`config.mk`:
```
export PLATFORM = sky130hd
export DESIGN_NAME = bfsp_relax_unit
export DESIGN_NICKNAME = d
export VERILOG_FILES = /design/src/sv/bfsp_pkg.sv /design/src/sv/bfsp_relax_unit.sv
export SDC_FILE = /design/constraint.sdc
export NUM_CORES = 1
export LEC_CHECK = 0
export BUFFER_PORTS_ARGS = -buffer_cell sky130_fd_sc_hd__buf_2
export CAP_MARGIN = 20
export CORE_MARGIN = 5
export CORE_UTILIZATION = 56
export DETAILED_ROUTE_END_ITERATION = 10
export PLACE_DENSITY = 0.94
export SLEW_MARGIN = 40
export SYNTH_ARGS = -nofsm -noshare
export SYNTH_HDL_FRONTEND = slang
export SYNTH_SLANG_ARGS = --single-unit
```
`constraint.sdc`:
```
create_clock -name vclk -period 7
set_clock_uncertainty 0.05 [all_clocks]
set_input_delay 0 -clock vclk [all_inputs]
set_output_delay 0 -clock vclk [all_outputs]
set_load 0.01 [all_outputs]
```
`src/sv/bfsp_pkg.sv`:
```
// shared constants and types for the shortest path block
// no dependencies
package bfsp_pkg;

  localparam int MAX_VERTICES = 16;
  localparam int VIDX_W       = 4;
  localparam int WEIGHT_BITS  = 16;
  localparam int DIST_W       = 32;
  localparam int SUM_W        = DIST_W + 2;
  localparam int COUNT_W      = 5;
  localparam int EDGE_ADDR_W  = 2 * VIDX_W;
  localparam int EDGE_DEPTH   = MAX_VERTICES * MAX_VERTICES;
  localparam int CFG_DATA_W   = 5;

  localparam logic ACTION_LOAD = 1'b0;
  localparam logic ACTION_RUN  = 1'b1;

  localparam logic CFG_VERTEX_COUNT  = 1'b0;
  localparam logic CFG_SOURCE_VERTEX = 1'b1;

  localparam logic [COUNT_W-1:0] VCOUNT_RESET = COUNT_W'(MAX_VERTICES);

  typedef struct packed {
    logic              improve;
    logic [DIST_W-1:0] value;
  } relax_t;

endpackage

```
`src/sv/bfsp_relax_unit.sv`:
```
// shared add, compare and saturate unit for one edge relaxation
// depends on bfsp_pkg
module bfsp_relax_unit (
  input  logic [bfsp_pkg::DIST_W-1:0]      du,
  input  logic                             du_valid,
  input  logic [bfsp_pkg::WEIGHT_BITS-1:0] weight,
  input  logic                             absent,
  input  logic [bfsp_pkg::DIST_W-1:0]      dv,
  input  logic                             dv_valid,
  output bfsp_pkg::relax_t                 res
);
  import bfsp_pkg::*;

  logic signed [SUM_W-1:0] sum;
  logic signed [SUM_W-1:0] dv_ext;
  logic                    less;
  logic                    in_range;

  always_comb begin
    sum      = $signed({{(SUM_W-DIST_W){du[DIST_W-1]}}, du})
             + $signed({{(SUM_W-WEIGHT_BITS){weight[WEIGHT_BITS-1]}}, weight});
    dv_ext   = $signed({{(SUM_W-DIST_W){dv[DIST_W-1]}}, dv});
    less     = sum < dv_ext;
    in_range = (sum[SUM_W-1:DIST_W-1] == '0) || (sum[SUM_W-1:DIST_W-1] == '1);
    res.improve = du_valid && !absent && (!dv_valid || less);
    if (in_range) begin
      res.value = sum[DIST_W-1:0];
    end else if (sum[SUM_W-1]) begin
      res.value = {1'b1, {(DIST_W-1){1'b0}}};
    end else begin
      res.value = {1'b0, {(DIST_W-1){1'b1}}};
    end
  end

endmodule
```
# Yosys cells after proc, flatten, opt, wreduce, memory -nomap -nowiden
# Cells that the tools add are included.
# word_totals
out_inout_bits,33
word_cells,12
regBits,0
# op_classes
add_sub_neg,1
n_reduce_logical,7
eq_ne,1
order_cmp,1
mux,2
# ops
cell,n
two-way mux 32 bit,2
adder 32 x 16 -> 33 bit,1
less-than comparator 33 x 32 -> 1 bit,1
"equality test 3 bit, second input constant",1
logical NOT 3 bit,1
logical AND 1 bit,2
logical NOT 1 bit,2
logical OR 1 bit,2

# Longest topological paths before layout
# logic_depth
ltp_word,4
mapped_depth,18
ltp_nobuf,18

# Least setup slack after synthesis
# Ideal clock, no wire load.
# synth_path
path_kind,in2out
from,in du[0] (netlist bit)
to,out res[32] (netlist bit)
stages,18
required_time_ns,6.950
n_path_buf,0
t_arrival_ns,3.927
path_slack_ns,3.023
path_cell_list,ha_1 fa_1 a21oi_1 o21ai_0 a31oi_1 a21oi_1 o41ai_1 o21bai_1 xor2_1 ha_1 a21o_1 a21o_1 a211oi_1 o31ai_1 nor4bb_1 o311a_1 nor3_1 nor4bb_1
# synth_rtl
item,line,source
start: declaration,bfsp_relax_unit.sv:4,"input logic [bfsp_pkg::DIST_W-1:0] du,"
end: declaration,bfsp_relax_unit.sv:10,output bfsp_pkg::relax_t res

==> results.py <==
metrics = {
    "route": {
        "drc": 0,
        "avgViaCountPerCell": 5.78,
        "first_iter_violations": 116,
        "wl_per_cell_um": 15.0,
        "wl_mm": 8.18,
        "postRouteAntennaNets": 0,
        "num_vias": 3156,
        "firstDrtPassIters": 4,
    },
    "clock_tree": {
        "holdBufCountCts": 0,
        "cts_setup_buffers": 0,
        "ctsResizeCount": 0,
    },
    "synth": {
        "synth_top_area_frac": 0.281,
        "netlist_area_um2": 2850,
        "synth_cell_types": 52,
        "synthTopCellsByArea": "ha_1, maj3_2, a21o_1, a21oi_1, xnor2_1",
        "postSynthAreaPerCell_um2": 7.71,
        "yosysSeqAreaShare": 0,
        "syn_inst": 370,
        "yosysTopAreaCell": "ha_1",
        "ys_warn_count": 0,
        "syn_nets": 518,
    },
    "cells_and_area": {
        "ff_latch_area_um2": 0,
        "nFlopsAndLatches": 0,
        "final.clkbuf_count": 0,
        "drive_above_1_share": 0.328,
        "antenna_cells": 0,
        "final_common_cell": "buf_2",
        "finalNetCount": 626,
        "synthToLayoutAreaGrowth_pct": 22.0,
        "layout_common_cells": "buf_2, ha_1, inv_1",
    },
    "power": {
        "power_uw": 484,
        "ir_drop_mv": 0.0911,
        "p_leak_nw": 1.86,
        "power.density_nw_per_um2": 139,
    },
    "timing": {
        "whs_ns": 0.190,
        "finalCritPeriodShare": 0.649,
        "tns_ns": 0,
        "slew_violations": 0,
        "fmax_mhz": 220,
        "final.min_clock_period_ns": 4.54,
        "relSlewSlack": 0.595,
        "rsz0062_at_grt": "false",
        "final_hold_viol_count": 0,
        "worstMarginPinSlew_ns": 0.599,
        "setup_viol": 0,
    },
    "grt": {
        "grt_use_total": 0.231,
        "antenna_found_initial": 0,
        "met2_usage": 0.456,
        "grt_use_met1": 0.266,
        "grt_pass1_vias": 3066,
        "busiest_layer": "met2",
        "groute.layer.met3.usage": 0.0122,
        "grt_overflow": 0,
        "grt_max_degree": 31,
        "grt_pass1_wl_mm": 12.7,
    },
    "floorplan": {
        "die_area_um2": 6620,
        "core-area_um2": 5010,
        "start_util": 0.569,
        "rows": 26,
        "ios": 116,
        "die_h_um": 81.4,
        "die_w_um": 81.4,
    },
    "worst_setup_path": {
        "cp-start-kind": "input pin",
        "critPathKind": "in2out",
        "end_kind": "output pin",
        "critPathArrivalTime_ns": 4.49,
        "crit_fanout": 3,
        "crit_buf_inv": 2,
        "path_cells": "buf_2 -> ha_1 -> fa_1 -> a21oi_1 -> o21ai_0 -> a31oi_1 -> a21oi_1 -> o41ai_1 -> o21bai_1 -> xor2_1 -> ha_1 -> a21o_1 -> a21o_1 -> a211oi_1 -> o31ai_1 -> nor4bb_1 -> o311a_1 -> nor3_1 -> nor4bb_1 -> buf_2",
        "slowest_delay_ns": 0.53,
        "cp.required_ns": 6.95,
        "slowest_stage": "o41ai_1",
        "crit_family": "compound AO/OA/AOI/OAI gates",
    },
    "hold_path": {
        "min-delay-path-class": "in2out",
    },
    "placed_design": {
        "io_buffer_count": 116,
        "hpwl_mm": 7.12,
        "gp_congestion": 0.888,
    },
    "run_status": {
        "outcome": "finished clean",
    },
    "job": {
        "maxCapViolations": 0,
    },
}
-- area by class of cell --
| cell class | count | area (um^2) |
|---|---|---|
| multi-input cells | 320 | 2650 |
| fillers | 407 | 1530 |
| repair buffers | 118 | 603 |
| inverters | 38 | 143 |
| well taps | 70 | 87.6 |
-- kinds of logic (layout without fill, tap and decap cells) --
group | Yosys count | count (layout) | synth area share
xor+xnor | 31 | 31 | 0.0952
simple gates | 71 | 71 | 0.128
compound gates | 123 | 123 | 0.297
fa+ha+maj | 95 | 95 | 0.405
buf+inv | 50 | 156 | 0.0750
-- where the power goes --
part | total, mW | internal (mW) | switching [mW]
Sequential | 0 | 0 | 0
Combinational | 0.484 | 0.223 | 0.262
Clock | 0 | 0 | 0
-- layer usage --
metal | vias up | share of wire
met5 | - | 0
met4 | 0 | 0.0095
met3 | 7 | 0.071
met2 | 105 | 0.51
met1 | 1449 | 0.41
li1 | 1595 | -
-- per-stage QoR --
step | instance area [um^2] | utilization | setup slack [ns] | cells
after floorplan | 2850 | - | 3.02 | 370
after global placement | 3460 | 0.691 | 2.64 | 545
after detailed placement | 3480 | 0.694 | 2.48 | 546
after CTS | 3480 | 0.694 | 2.46 | 546
after global routing | 3480 | 0.694 | 1.99 | 546
final | 3480 | 0.694 | 2.46 | 546
-- worst paths after layout --
| kind | from | endpoint | slack [ns] | cells past startpoint |
|---|---|---|---|---|
| max | du[0] | res[32] | 2.46 | 20 |
| min | absent | res[32] | 0.19 | 3 |
-- Yosys cell counts, types with 3 or more instances --
| cell type | number |
|---|---|
| inv_1 | 38 |
| nand3_1 | 8 |
| ha_1 | 64 |
| buf_2 | 3 |
| and4_1 | 3 |
| a21o_1 | 24 |
| nand4_1 | 7 |
| maj3_1 | 3 |
| xor2_1 | 14 |
| nor2b_1 | 4 |
| a31oi_1 | 5 |
| buf_6 | 3 |
| o21ai_0 | 20 |
| a211oi_1 | 8 |
| xnor2_1 | 17 |
| nand2_1 | 16 |
| nor2_1 | 16 |
| o21bai_1 | 5 |
| a2111oi_0 | 3 |
| nor3_1 | 4 |
| and3_1 | 3 |
| o211ai_1 | 4 |
| a21oi_1 | 31 |
| clkbuf_1 | 5 |
| maj3_2 | 27 |
Power figures use the tool's default switching activity.
